## config.mk

```make
export PLATFORM = sky130hd
export DESIGN_NAME = stable_binary_key_sort
export DESIGN_NICKNAME = d
export VERILOG_FILES = /design/src/sbks_pkg.sv /design/src/stable_binary_key_sort.sv /design/src/sbks_ram.sv /design/src/sbks_front.sv /design/src/sbks_descq.sv /design/src/sbks_back.sv
export SDC_FILE = /design/constraint.sdc
export NUM_CORES = 1
export LEC_CHECK = 0
export BUFFER_PORTS_ARGS = -buffer_cell sky130_fd_sc_hd__buf_2
export CAP_MARGIN = 15
export CORE_UTILIZATION = 45
export CTS_CLUSTER_SIZE = 40
export DETAILED_ROUTE_END_ITERATION = 10
export PLACE_DENSITY = 0.67
export SYNTH_ARGS = -nofsm -noshare
export SYNTH_HDL_FRONTEND = slang
export SYNTH_SLANG_ARGS = --single-unit
```

## constraint.sdc

```tcl
create_clock -name clk -period 3.37 [get_ports clk]
set_input_delay 0.1685 -clock clk [delete_from_list [all_inputs] [get_ports clk]]
set_output_delay 0.1685 -clock clk [all_outputs]
set_load 0.01 [all_outputs]
```

## src/sbks_pkg.sv

```systemverilog
// Shared types and constants for the stable binary key sort block.
// No dependencies; every other file in src except sbks_ram refers to this package by scoped name.
package sbks_pkg;

	// Default and largest supported store depth (records per batch)
	localparam int unsigned DEPTH_DEF  = 64;
	localparam int unsigned DEPTH_MAX  = 64;
	// Count field wide enough to hold DEPTH_MAX itself
	localparam int unsigned CNT_W      = $clog2(DEPTH_MAX + 1);
	// Two store banks: one fills while the other drains
	localparam int unsigned NBANK      = 2;
	// Result queue depth in the back end
	localparam int unsigned OUTQ_DEPTH = 4;
	// Stored record: {key, payload}
	localparam int unsigned REC_W      = 9;

	typedef struct packed {
		logic       key;
		logic [7:0] payload;
		logic       batch_end;
	} rec_t;

	typedef struct packed {
		logic       out_key;
		logic [7:0] out_payload;
		logic       out_last;
		logic       overflow;
	} res_t;

	// One finished batch handed from front to back
	typedef struct packed {
		logic             bank;
		logic [CNT_W-1:0] count;
		logic             dropped;
	} desc_t;

endpackage

```

## src/stable_binary_key_sort.sv

```systemverilog
// Stable binary key sort, top level; uses sbks_pkg, sbks_front, sbks_descq, sbks_ram, sbks_back.
// Throughput: one record request per cycle while loading and full is low; a batch of N stored records
// drains in two read passes, set by the single read port walking the bank once per key.
// The first result of a batch passes through the descriptor queue, the registered store read and the
// result queue before it is visible; loading stalls while both banks wait.
// Reset (arst_n low) clears all control state at once; the store itself is not cleared.
module stable_binary_key_sort #(
	parameter int unsigned DEPTH = sbks_pkg::DEPTH_DEF
) (
	input  logic           clk,
	input  logic           arst_n,
	input  logic           push,
	input  sbks_pkg::rec_t rec,
	output logic           full,
	output logic           empty,
	input  logic           pop,
	output sbks_pkg::res_t result
);

	localparam int unsigned IW    = $clog2(DEPTH);
	localparam int unsigned AW    = IW + 1;
	localparam int unsigned RAM_D = 2 * (1 << IW);

	logic                       mem_we;
	logic [AW-1:0]              mem_waddr;
	logic [sbks_pkg::REC_W-1:0] mem_wdata;
	logic                       mem_re;
	logic [AW-1:0]              mem_raddr;
	logic [sbks_pkg::REC_W-1:0] mem_rdata;

	logic            dq_push;
	logic            dq_full;
	logic            dq_pop;
	logic            dq_valid;
	sbks_pkg::desc_t dq_din;
	sbks_pkg::desc_t dq_dout;

	// Accept and store records
	sbks_front #(.DEPTH(DEPTH)) u_front (
		.clk       (clk),
		.arst_n    (arst_n),
		.push      (push),
		.rec       (rec),
		.full      (full),
		.desc_full (dq_full),
		.desc_push (dq_push),
		.desc      (dq_din),
		.mem_we    (mem_we),
		.mem_waddr (mem_waddr),
		.mem_wdata (mem_wdata)
	);

	// Hand finished batches to the back end
	sbks_descq u_descq (
		.clk    (clk),
		.arst_n (arst_n),
		.push   (dq_push),
		.din    (dq_din),
		.full   (dq_full),
		.pop    (dq_pop),
		.valid  (dq_valid),
		.dout   (dq_dout)
	);

	// Two-bank record store
	sbks_ram #(.WIDTH(sbks_pkg::REC_W), .DEPTH(RAM_D)) u_store (
		.clk   (clk),
		.we    (mem_we),
		.waddr (mem_waddr),
		.wdata (mem_wdata),
		.re    (mem_re),
		.raddr (mem_raddr),
		.rdata (mem_rdata)
	);

	// Drain batches in key order
	sbks_back #(.DEPTH(DEPTH)) u_back (
		.clk        (clk),
		.arst_n     (arst_n),
		.desc_valid (dq_valid),
		.desc       (dq_dout),
		.desc_pop   (dq_pop),
		.mem_re     (mem_re),
		.mem_raddr  (mem_raddr),
		.mem_rdata  (mem_rdata),
		.empty      (empty),
		.pop        (pop),
		.result     (result)
	);

endmodule

```

## src/sbks_ram.sv

```systemverilog
// Generic single-write, single-read RAM with registered read data.
// No dependencies.
module sbks_ram #(
	parameter int unsigned WIDTH = 9,
	parameter int unsigned DEPTH = 128
) (
	input  logic                     clk,
	input  logic                     we,
	input  logic [$clog2(DEPTH)-1:0] waddr,
	input  logic [WIDTH-1:0]         wdata,
	input  logic                     re,
	input  logic [$clog2(DEPTH)-1:0] raddr,
	output logic [WIDTH-1:0]         rdata
);

	logic [WIDTH-1:0] mem_q [DEPTH];
	logic [WIDTH-1:0] rdata_q;

	// Write port and registered read port
	always_ff @(posedge clk) begin
		if (we) begin
			mem_q[waddr] <= wdata;
		end
		if (re) begin
			rdata_q <= mem_q[raddr];
		end
	end

	assign rdata = rdata_q;

endmodule

```

## src/sbks_front.sv

```systemverilog
// Front end: accepts records, writes them into the current store bank and
// closes a batch into a descriptor. Depends on sbks_pkg.
module sbks_front #(
	parameter int unsigned DEPTH = sbks_pkg::DEPTH_DEF
) (
	input  logic                             clk,
	input  logic                             arst_n,
	input  logic                             push,
	input  sbks_pkg::rec_t                   rec,
	output logic                             full,
	input  logic                             desc_full,
	output logic                             desc_push,
	output sbks_pkg::desc_t                  desc,
	output logic                             mem_we,
	output logic [$clog2(DEPTH):0]           mem_waddr,
	output logic [sbks_pkg::REC_W-1:0]       mem_wdata
);

	localparam int unsigned CW = $clog2(DEPTH + 1);
	localparam int unsigned IW = $clog2(DEPTH);

	logic          bank_q;
	logic [CW-1:0] fill_q;
	logic          drop_q;

	logic          accept;
	logic          has_room;
	logic [CW-1:0] fill_nxt;
	logic          drop_nxt;

	// Stall the producer while both banks are owned by pending batches
	assign full   = desc_full;
	assign accept = push & ~desc_full;

	// Store while there is room, otherwise drop and flag
	assign has_room = (fill_q != CW'(DEPTH));
	assign fill_nxt = has_room ? (fill_q + CW'(1)) : fill_q;
	assign drop_nxt = drop_q | ~has_room;

	assign mem_we    = accept & has_room;
	assign mem_waddr = {bank_q, fill_q[IW-1:0]};
	assign mem_wdata = {rec.key, rec.payload};

	// Close the batch on its final record
	assign desc_push    = accept & rec.batch_end;
	assign desc.bank    = bank_q;
	assign desc.count   = sbks_pkg::CNT_W'(fill_nxt);
	assign desc.dropped = drop_nxt;

	// Advance fill state; restart and swap banks at batch end
	always_ff @(posedge clk or negedge arst_n) begin
		if (!arst_n) begin
			bank_q <= 1'b0;
			fill_q <= '0;
			drop_q <= 1'b0;
		end else if (accept) begin
			if (rec.batch_end) begin
				bank_q <= ~bank_q;
				fill_q <= '0;
				drop_q <= 1'b0;
			end else begin
				fill_q <= fill_nxt;
				drop_q <= drop_nxt;
			end
		end
	end

endmodule

```

## src/sbks_descq.sv

```systemverilog
// Short queue of finished-batch descriptors between front and back end.
// Depends on sbks_pkg.
module sbks_descq (
	input  logic            clk,
	input  logic            arst_n,
	input  logic            push,
	input  sbks_pkg::desc_t din,
	output logic            full,
	input  logic            pop,
	output logic            valid,
	output sbks_pkg::desc_t dout
);

	localparam int unsigned PW = $clog2(sbks_pkg::NBANK);
	localparam int unsigned QW = $clog2(sbks_pkg::NBANK + 1);

	sbks_pkg::desc_t ent_q [sbks_pkg::NBANK];
	logic [PW-1:0]   wp_q;
	logic [PW-1:0]   rp_q;
	logic [QW-1:0]   cnt_q;

	logic do_push;
	logic do_pop;

	assign full    = (cnt_q == QW'(sbks_pkg::NBANK));
	assign valid   = (cnt_q != '0);
	assign do_push = push & ~full;
	assign do_pop  = pop & valid;
	assign dout    = ent_q[rp_q];

	// Hold descriptor contents
	always_ff @(posedge clk) begin
		if (do_push) begin
			ent_q[wp_q] <= din;
		end
	end

	// Advance pointers and occupancy
	always_ff @(posedge clk or negedge arst_n) begin
		if (!arst_n) begin
			wp_q  <= '0;
			rp_q  <= '0;
			cnt_q <= '0;
		end else begin
			if (do_push) begin
				wp_q <= wp_q + PW'(1);
			end
			if (do_pop) begin
				rp_q <= rp_q + PW'(1);
			end
			case ({do_push, do_pop})
				2'b10:   cnt_q <= cnt_q + QW'(1);
				2'b01:   cnt_q <= cnt_q - QW'(1);
				default: cnt_q <= cnt_q;
			endcase
		end
	end

endmodule

```

## src/sbks_back.sv

```systemverilog
// Back end: drains one batch per descriptor in two read passes (key 0, then
// key 1) and queues the results. Depends on sbks_pkg.
module sbks_back #(
	parameter int unsigned DEPTH = sbks_pkg::DEPTH_DEF
) (
	input  logic                       clk,
	input  logic                       arst_n,
	input  logic                       desc_valid,
	input  sbks_pkg::desc_t            desc,
	output logic                       desc_pop,
	output logic                       mem_re,
	output logic [$clog2(DEPTH):0]     mem_raddr,
	input  logic [sbks_pkg::REC_W-1:0] mem_rdata,
	output logic                       empty,
	input  logic                       pop,
	output sbks_pkg::res_t             result
);

	localparam int unsigned CW    = $clog2(DEPTH + 1);
	localparam int unsigned IW    = $clog2(DEPTH);
	localparam int unsigned OQ_PW = $clog2(sbks_pkg::OUTQ_DEPTH);
	localparam int unsigned OQ_CW = $clog2(sbks_pkg::OUTQ_DEPTH + 1);

	// Read sequencer
	logic          pass_q;
	logic          issued_q;
	logic [CW-1:0] rd_idx_q;
	logic [CW-1:0] emit_q;
	// Read in flight
	logic          valid_s1;
	logic          pass_s1;
	logic          final_s1;
	// Result queue
	sbks_pkg::res_t oq_q [sbks_pkg::OUTQ_DEPTH];
	logic [OQ_PW-1:0] oq_wp_q;
	logic [OQ_PW-1:0] oq_rp_q;
	logic [OQ_CW-1:0] oq_cnt_q;

	logic [CW-1:0]    cnt;
	logic [CW-1:0]    rd_nxt;
	logic             rd_wrap;
	logic [OQ_CW-1:0] oq_load;
	logic             room;
	logic             issue;
	logic             hit;
	logic             oq_pop;
	sbks_pkg::res_t   res_in;

	assign cnt     = desc.count[CW-1:0];
	assign rd_nxt  = rd_idx_q + CW'(1);
	assign rd_wrap = (rd_nxt == cnt);

	// Issue a read only when the result queue can absorb it and the one in flight
	assign oq_load = oq_cnt_q + OQ_CW'(valid_s1);
	assign room    = (oq_load < OQ_CW'(sbks_pkg::OUTQ_DEPTH));
	assign issue   = desc_valid & ~issued_q & room;

	assign mem_re    = issue;
	assign mem_raddr = {desc.bank, rd_idx_q[IW-1:0]};

	// Filter returned record by the key of the current pass
	assign hit                = valid_s1 & (mem_rdata[8] == pass_s1);
	assign res_in.out_key     = mem_rdata[8];
	assign res_in.out_payload = mem_rdata[7:0];
	assign res_in.out_last    = ((emit_q + CW'(1)) == cnt);
	assign res_in.overflow    = desc.dropped;

	// Release the bank once the final read has returned
	assign desc_pop = valid_s1 & final_s1;

	// Step through the store twice per batch
	always_ff @(posedge clk or negedge arst_n) begin
		if (!arst_n) begin
			pass_q   <= 1'b0;
			issued_q <= 1'b0;
			rd_idx_q <= '0;
			emit_q   <= '0;
			valid_s1 <= 1'b0;
			pass_s1  <= 1'b0;
			final_s1 <= 1'b0;
		end else begin
			valid_s1 <= issue;
			pass_s1  <= pass_q;
			final_s1 <= pass_q & rd_wrap;
			if (desc_pop) begin
				pass_q   <= 1'b0;
				issued_q <= 1'b0;
				rd_idx_q <= '0;
				emit_q   <= '0;
			end else begin
				if (issue) begin
					if (rd_wrap) begin
						rd_idx_q <= '0;
						if (pass_q) begin
							issued_q <= 1'b1;
						end else begin
							pass_q <= 1'b1;
						end
					end else begin
						rd_idx_q <= rd_nxt;
					end
				end
				if (hit) begin
					emit_q <= emit_q + CW'(1);
				end
			end
		end
	end

	// Result queue storage
	always_ff @(posedge clk) begin
		if (hit) begin
			oq_q[oq_wp_q] <= res_in;
		end
	end

	assign empty  = (oq_cnt_q == '0);
	assign oq_pop = pop & ~empty;
	assign result = oq_q[oq_rp_q];

	// Result queue pointers and occupancy
	always_ff @(posedge clk or negedge arst_n) begin
		if (!arst_n) begin
			oq_wp_q  <= '0;
			oq_rp_q  <= '0;
			oq_cnt_q <= '0;
		end else begin
			if (hit) begin
				oq_wp_q <= oq_wp_q + OQ_PW'(1);
			end
			if (oq_pop) begin
				oq_rp_q <= oq_rp_q + OQ_PW'(1);
			end
			case ({hit, oq_pop})
				2'b10:   oq_cnt_q <= oq_cnt_q + OQ_CW'(1);
				2'b01:   oq_cnt_q <= oq_cnt_q - OQ_CW'(1);
				default: oq_cnt_q <= oq_cnt_q;
			endcase
		end
	end

endmodule

```

==> qor.yml, run 1 <==
irDropWorstVdd_uv: 647.1
clk_pin_slew_ps: 60
switchingPower_mw: 13.16
leakage_nw: 17.95
syn_inst: 2524
die_y_um: 333.0
vias_per_cell: 5.978
start_util_pct: 45.34
timing.final.crit_share_pct: 90.48
port_buffers: 26
combPwrFrac_pct: 26.9
root_buffer: "clkbuf_16"
drc: 0
ios: 27
cap_violations: 0
synthArstFlopShare_pct: 3.090
cts.repair.resized: 0
clock_path_buffers: 3
powerDensity_nw_per_um2: 783.5
antenna_found_initial: 0
slew_headroom_pct: 19.48
clk_latency_ps: 740
die_area_um2: 110900
drive_gt1_share_pct: 19.64
nFillCells: 8440
max_freq_mhz: 328.0
status: "complete, no violations"
crit_fanout: 20
cts_buffers: 130
worstSetupEndpointType: "register"
h-tree-depth: 4
layout_min_cycle_time_ps: 3049
core.rowCount: 121
tns_ps: 0
track_usage_pct: 20.85
final_nets: 2676
min_path_type: "input pin to register"
grt_first_pass_wirelength_um: 170200
grt-ovfl-total: 0
finalSetupViolCount: 0
synth_area_um2: 49290
core_um2: 108700
multiInputGateArea_um2: 10930
cts_tree: "done"
antenna_left: 0
required_ps: 3830
grt_start_max_net_pins: 128
totalWireLength_um: 114500
die_x_um: 333.0
worst_slew_pin_slew_ps: 1208
slew_viol_final: 0
power_frac_clock_pct: 31.0
place_ws_ps: 356.9
skew_ps: 27.16
syn_nets: 2549
swShare_pct: 30.03
final_common_cell: "edfxtp_1"
seqPwrFrac_pct: 42.1
path_class: "register to register"
cts.sinks: 1262
p_int_mw: 30.65
ys_seq_elements: 1262
cp-start-kind: "register"
avgRoutedWirePerCell_um: 27.46
drtIter0Drc: 2682
layout_setup_ws_ps: 320.9
syn_to_final_growth_pct: 13.44
mostFrequentLayoutCells: "1223 x edfxtp_1, 227 x mux4_2, 186 x nor2_1, 160 x mux2i_1, 134 x clkbuf_16"
synth.distinct_cells: 46
synth-edff-count: 1223
dr.pass1.iters: 5
syn_avg_cell_area_um2: 19.53
finalHoldViolations: 0
rsz0062_at_grt: "false"
cp.arrival_ps: 3510
dp_hpwl_um: 70220
yosysSeqAreaShare_pct: 76.49
yosysWarnings: 0
via_count: 24920
gp_congestion: 0.9118
synth_ff_type: "edfxtp_1"
register_area_um2: 37710
diodes: 0
grt_pass1_vias: 25480
==> kinds of logic (layout without fill, tap and decap cells) <==
logic type,count (synthesis),after routing,share of synthesized area [%]
flip-flops,1262,1262,76.49
AND/OR/NAND/NOR,413,413,3.856
multiplexers,391,391,13.71
AO/OA/AOI/OAI,246,246,3.412
buffers and inverters,155,385,1.389
XOR/XNOR,46,46,0.8453
adder cells (fa/ha/maj),11,11,0.2945
==> what timing repair did <==
item	CTS	global route
setup buffers	0	0
endpoints found under the hold margin	95	35
setup endpoints to repair	0	0
hold buffers	8	2
==> worst max-delay path: stages, from the launching register on <==
cell and delay [ps]:
dfrtp_4 480, buf_12 250, buf_12 250, buf_12 230, mux4_2 530, mux2i_1 350
a211oi_1 190, a21oi_1 300, o31ai_1 140
==> sequential cells by signal (all words and copies together), names as in the netlist, 2 cells and up <==
register         count
u_back.oq_q         44
u_back.oq_rp_q       2
u_descq.ent_q       18
u_front.fill_q       7
u_back.oq_wp_q       2
u_store.rdata        9
u_back.rd_idx_q      7
u_descq.cnt_q        2
u_back.oq_cnt_q      3
u_store.mem_q     1152
u_back.emit_q        7
==> power by group through the flow <==
stage | combinational, mW | clock (mW) | sequential (mW)
finish | 11.8 | 13.6 | 18.4
global route | 12.5 | 14.4 | 18.5
CTS | 11.8 | 13.8 | 18.4
detailed placement | 11.8 | 0 | 18.8
global placement | 11.6 | 0 | 18.7
floorplan | 7.70 | 0 | 18.4
==> area by class of cell <==
| cell class | instances | area share (%) |
|---|---|---|
| Clock buffer | 168 | 6.243 |
| Clock inverter | 67 | 0.9331 |
| Timing Repair Buffer | 133 | 2.564 |
| Sequential cell | 1262 | 67.44 |
| Inverter | 17 | 0.1141 |
| Tap cell | 1414 | 3.164 |
| Multi-Input combinational cell | 1107 | 19.54 |
==> routing by layer <==
layer  part of all wire [%]  GRT usage (%)  vias up
met5                      0              0        -
met4                    3.3          7.609        0
met3                    8.1          4.320      223
met2                     48          33.04     1121
met1                     40          28.62    13030
li1                       -              -    10540
==> Yosys cell counts, types with 19 or more instances <==
cell type | instances | area share [%]
nand2b_1 | 31 | 0.39
o22ai_1 | 64 | 0.81
mux4_2 | 227 | 10
xnor2_1 | 34 | 0.60
nor3_1 | 46 | 0.47
a21oi_1 | 45 | 0.46
and3_1 | 24 | 0.30
buf_1 | 21 | 0.16
nor4_1 | 19 | 0.24
mux2i_1 | 160 | 3.2
buf_2 | 31 | 0.31
nor2_1 | 187 | 1.4
nand2_1 | 59 | 0.45
a22oi_1 | 72 | 1.1
edfxtp_1 | 1223 | 75
clkbuf_1 | 70 | 0.53
dfrtp_1 | 39 | 2.0
==> through the flow <==
stage               cell area (µm²)  std cells  utilization (%)  power [mW]  hold WS, ps
floorplan                     49290       2524                -       26.08       -127.1
global placement              51750       3921            47.60       30.31        323.9
detailed placement            51750       3921            47.60       30.51        348.8
CTS                           55840       4164            51.37       44.04        16.30
global route                  55910       4168            51.44       45.34        20.89
finish                        55910       4168            51.44       43.81        22.31
==> final timing paths <==
path	start	to	slack [ps]	cells after the start
setup / recovery	u_back.rd_idx_q[0]	u_store.rdata[3]	320	8
hold / removal	rec[1]	u_store.mem_q[37][0]	20	1
setup reg to reg	u_back.rd_idx_q[0]	u_store.rdata[3]	320	8
hold reg to reg	u_back.pass_q	u_back.pass_s1	410	0
max in group asynchronous	arst_n	u_back.rd_idx_q[0]	2580	2
min in group asynchronous	arst_n	u_back.emit_q[2]	120	2
Note: power is estimated with default switching activity, not from simulation.
==> run 2: changes to the inputs <==
Settings changed: HOLD_SLACK_MARGIN set to 0.03.
==> run 2 against run 1 <==
Compared with the run above: clock power about the same; critical path type unchanged; first-iteration DRC count up 4.5%; final cell count barely moved; count of clock-buffer cells in the layout did not move; critical endpoint unchanged; wire length about the same; flip-flop and latch count unchanged; sequential power about the same; sequential share of layout area about the same; highest routed layer unchanged; clock skew rose by 1.4 ps; register-to-register slack better by 40 ps.
==> qor.yml, run 2 (synthesized netlist as in run 1, its figures left out) <==
cp.arrival_ps: 3470  # was 3510 ps
status: "complete, no violations"  # unchanged
die_x_um: 333.0  # unchanged
die_y_um: 333.0  # unchanged
largest_reg_flops: 1152  # unchanged
root_buffer: "clkbuf_16"  # unchanged
worst_slew_pin_slew_ps: 1218  # was 1208 ps
place_ws_ps: 356.9  # unchanged
finalHoldViolations: 0  # unchanged
mostFrequentLayoutCells: "1223 x edfxtp_1, 227 x mux4_2, 186 x nor2_1, 160 x mux2i_1, 134 x clkbuf_16"  # unchanged
p_int_mw: 30.65  # about the same
whs_path_depth: 1  # unchanged
ios: 27  # unchanged
final_nets: 2677  # was 2676
port_buffers: 26  # unchanged
vias_per_cell: 5.988  # was 5.978
gp_congestion: 0.9118  # unchanged
cts_tree: "done"  # unchanged
combPwrFrac_pct: 26.9  # about the same
syn_to_final_growth_pct: 13.46  # was 13.44%
slew_viol_final: 0  # unchanged
final_core_util_pct: 51.45  # was 51.44%
min_from: "rec[7]"  # was rec[1]
largest_register: "u_store.mem_q"  # unchanged
switchingPower_mw: 13.15  # was 13.16 mW
irDropWorstVdd_uv: 651.6  # was 647.1 µV
power_frac_clock_pct: 31.0  # about the same
dr.pass1.iters: 6  # was 5
max_freq_mhz: 332.2  # was 328.0 MHz
hold_end: "u_store.mem_q[68][6]"  # was u_store.mem_q[37][0]
grt-ovfl-total: 0  # unchanged
cts.sinks: 1262  # unchanged
reg2reg_to: "u_store.rdata[3]"  # unchanged
grt_pass1_vias: 25480  # unchanged
fin_cells: 4169  # was 4168
diodes: 0  # unchanged
crit_fanout: 20  # unchanged
regToRegSetupSlack_ps: 360  # was 320 ps
final_common_cell: "edfxtp_1"  # unchanged
cap_violations: 0  # unchanged
seqPwrFrac_pct: 42.1  # about the same
min_path_type: "input pin to register"  # unchanged
drive_gt1_share_pct: 19.64  # about the same
antenna_found_initial: 0  # unchanged
place_area_um2: 51750  # unchanged
slew_headroom_pct: 18.77  # was 19.48%
avgRoutedWirePerCell_um: 27.44  # was 27.46 µm
clk_latency_ps: 740  # about the same
core.rowCount: 121  # unchanged
drtIter0Drc: 2802  # was 2682
antenna_left: 0  # unchanged
cts_buffers: 130  # unchanged
layout_min_cycle_time_ps: 3011  # was 3049 ps
rsz0062_at_grt: "false"  # unchanged
grt_first_pass_wirelength_um: 170200  # unchanged
worst_r2r_path_depth: 8  # unchanged
grt_start_max_net_pins: 128  # unchanged
start_util_pct: 45.34  # unchanged
required_ps: 3830  # about the same
core_um2: 108700  # unchanged
leakage_nw: 17.96  # was 17.95 nW
drc: 0  # unchanged
skew_ps: 28.59  # was 27.16 ps
h-tree-depth: 4  # unchanged
tns_ps: 0  # unchanged
finalSetupViolCount: 0  # unchanged
timing.final.crit_share_pct: 89.33  # was 90.48%
clk_pin_slew_ps: 60  # about the same
totalWireLength_um: 114400  # was 114500 µm
worstSetupEndpointType: "register"  # unchanged
post-route-cell-area_um2: 55920  # was 55910 µm²
nFillCells: 8441  # was 8440
track_usage_pct: 20.85  # unchanged
dp_hpwl_um: 70220  # unchanged
clock_path_buffers: 3  # unchanged
die_area_um2: 110900  # unchanged
cts.repair.resized: 0  # unchanged
powerDensity_nw_per_um2: 783.3  # was 783.5 nW/µm²
path_class: "register to register"  # unchanged
r2r-start: "u_back.rd_idx_q[0]"  # unchanged
multiInputGateArea_um2: 10930  # unchanged
top_regs: "u_store.mem_q x1152, u_back.oq_q x44, u_descq.ent_q x18"  # unchanged
swShare_pct: 30.03  # about the same
dp.cells: 3921  # unchanged
via_count: 24960  # was 24920
register_area_um2: 37710  # unchanged
cp-start-kind: "register"  # unchanged
layout_setup_ws_ps: 359.5  # was 320.9 ps
## run 2: routing by layer
metal / GRT usage (%) / wire [µm] / part of all wire [%]
met1: 28.62 / 46190 / 40
met2: 33.04 / 55030 / 48
met3: 4.320 / 9350 / 8.2
met4: 7.609 / 3840 / 3.4
met5: 0 / 0 / 0
## run 2: repair_timing
item,CTS,global route
buffers inserted,0,0
setup endpoints to repair,0,0
hold buffers,9,2
hold endpoints to repair,159,35
## run 2: cell type report
type / count / area share, %
Clock inverter: 67 / 0.9329
Multi-Input combinational cell: 1107 / 19.54
Timing Repair Buffer: 134 / 2.582
Inverter: 17 / 0.1141
Tap cell: 1414 / 3.164
Sequential cell: 1262 / 67.43
Clock buffer: 168 / 6.242
## run 2: how the worst max path moves through the flow
stage / startpoint / end / slack [ps]
floorplan: u_back.rd_idx_q[0] / u_store.rdata[1] / 870
global placement: u_back.rd_idx_q[0] / u_store.rdata[8] / 360
detailed placement: u_back.rd_idx_q[0] / u_store.rdata[8] / 360
CTS: u_back.rd_idx_q[0] / u_store.rdata[8] / 350
global route: u_front.fill_q[1] / u_store.mem_q[10][6] / 190
finish: u_back.rd_idx_q[0] / u_store.rdata[3] / 360
## run 2: critical path, stage by stage (launching register included)
cell and delay [ps]:
dfrtp_4 480, buf_12 250, buf_12 250, buf_12 240, mux4_2 530, mux2i_1 350, a211oi_1 190, a21oi_1 280
o31ai_1 140
## run 2: power groups by stage
stage | combinational, mW | clock (mW) | sequential, mW
3_5_place_dp | 11.8 | 0 | 18.8
5_1_grt | 12.5 | 14.4 | 18.5
2_1_floorplan | 7.70 | 0 | 18.4
6_report | 11.8 | 13.6 | 18.4
3_3_place_gp | 11.6 | 0 | 18.7
4_1_cts | 11.8 | 13.8 | 18.4
## run 2: per-stage QoR
step / hold slack (ps) / power (mW)
final: 84.29 / 43.81
after global routing: 109.4 / 45.34
after CTS: 99.76 / 44.04
after detailed placement: 348.8 / 30.51
after global placement: 323.9 / 30.31
after floorplan: -127.1 / 26.08
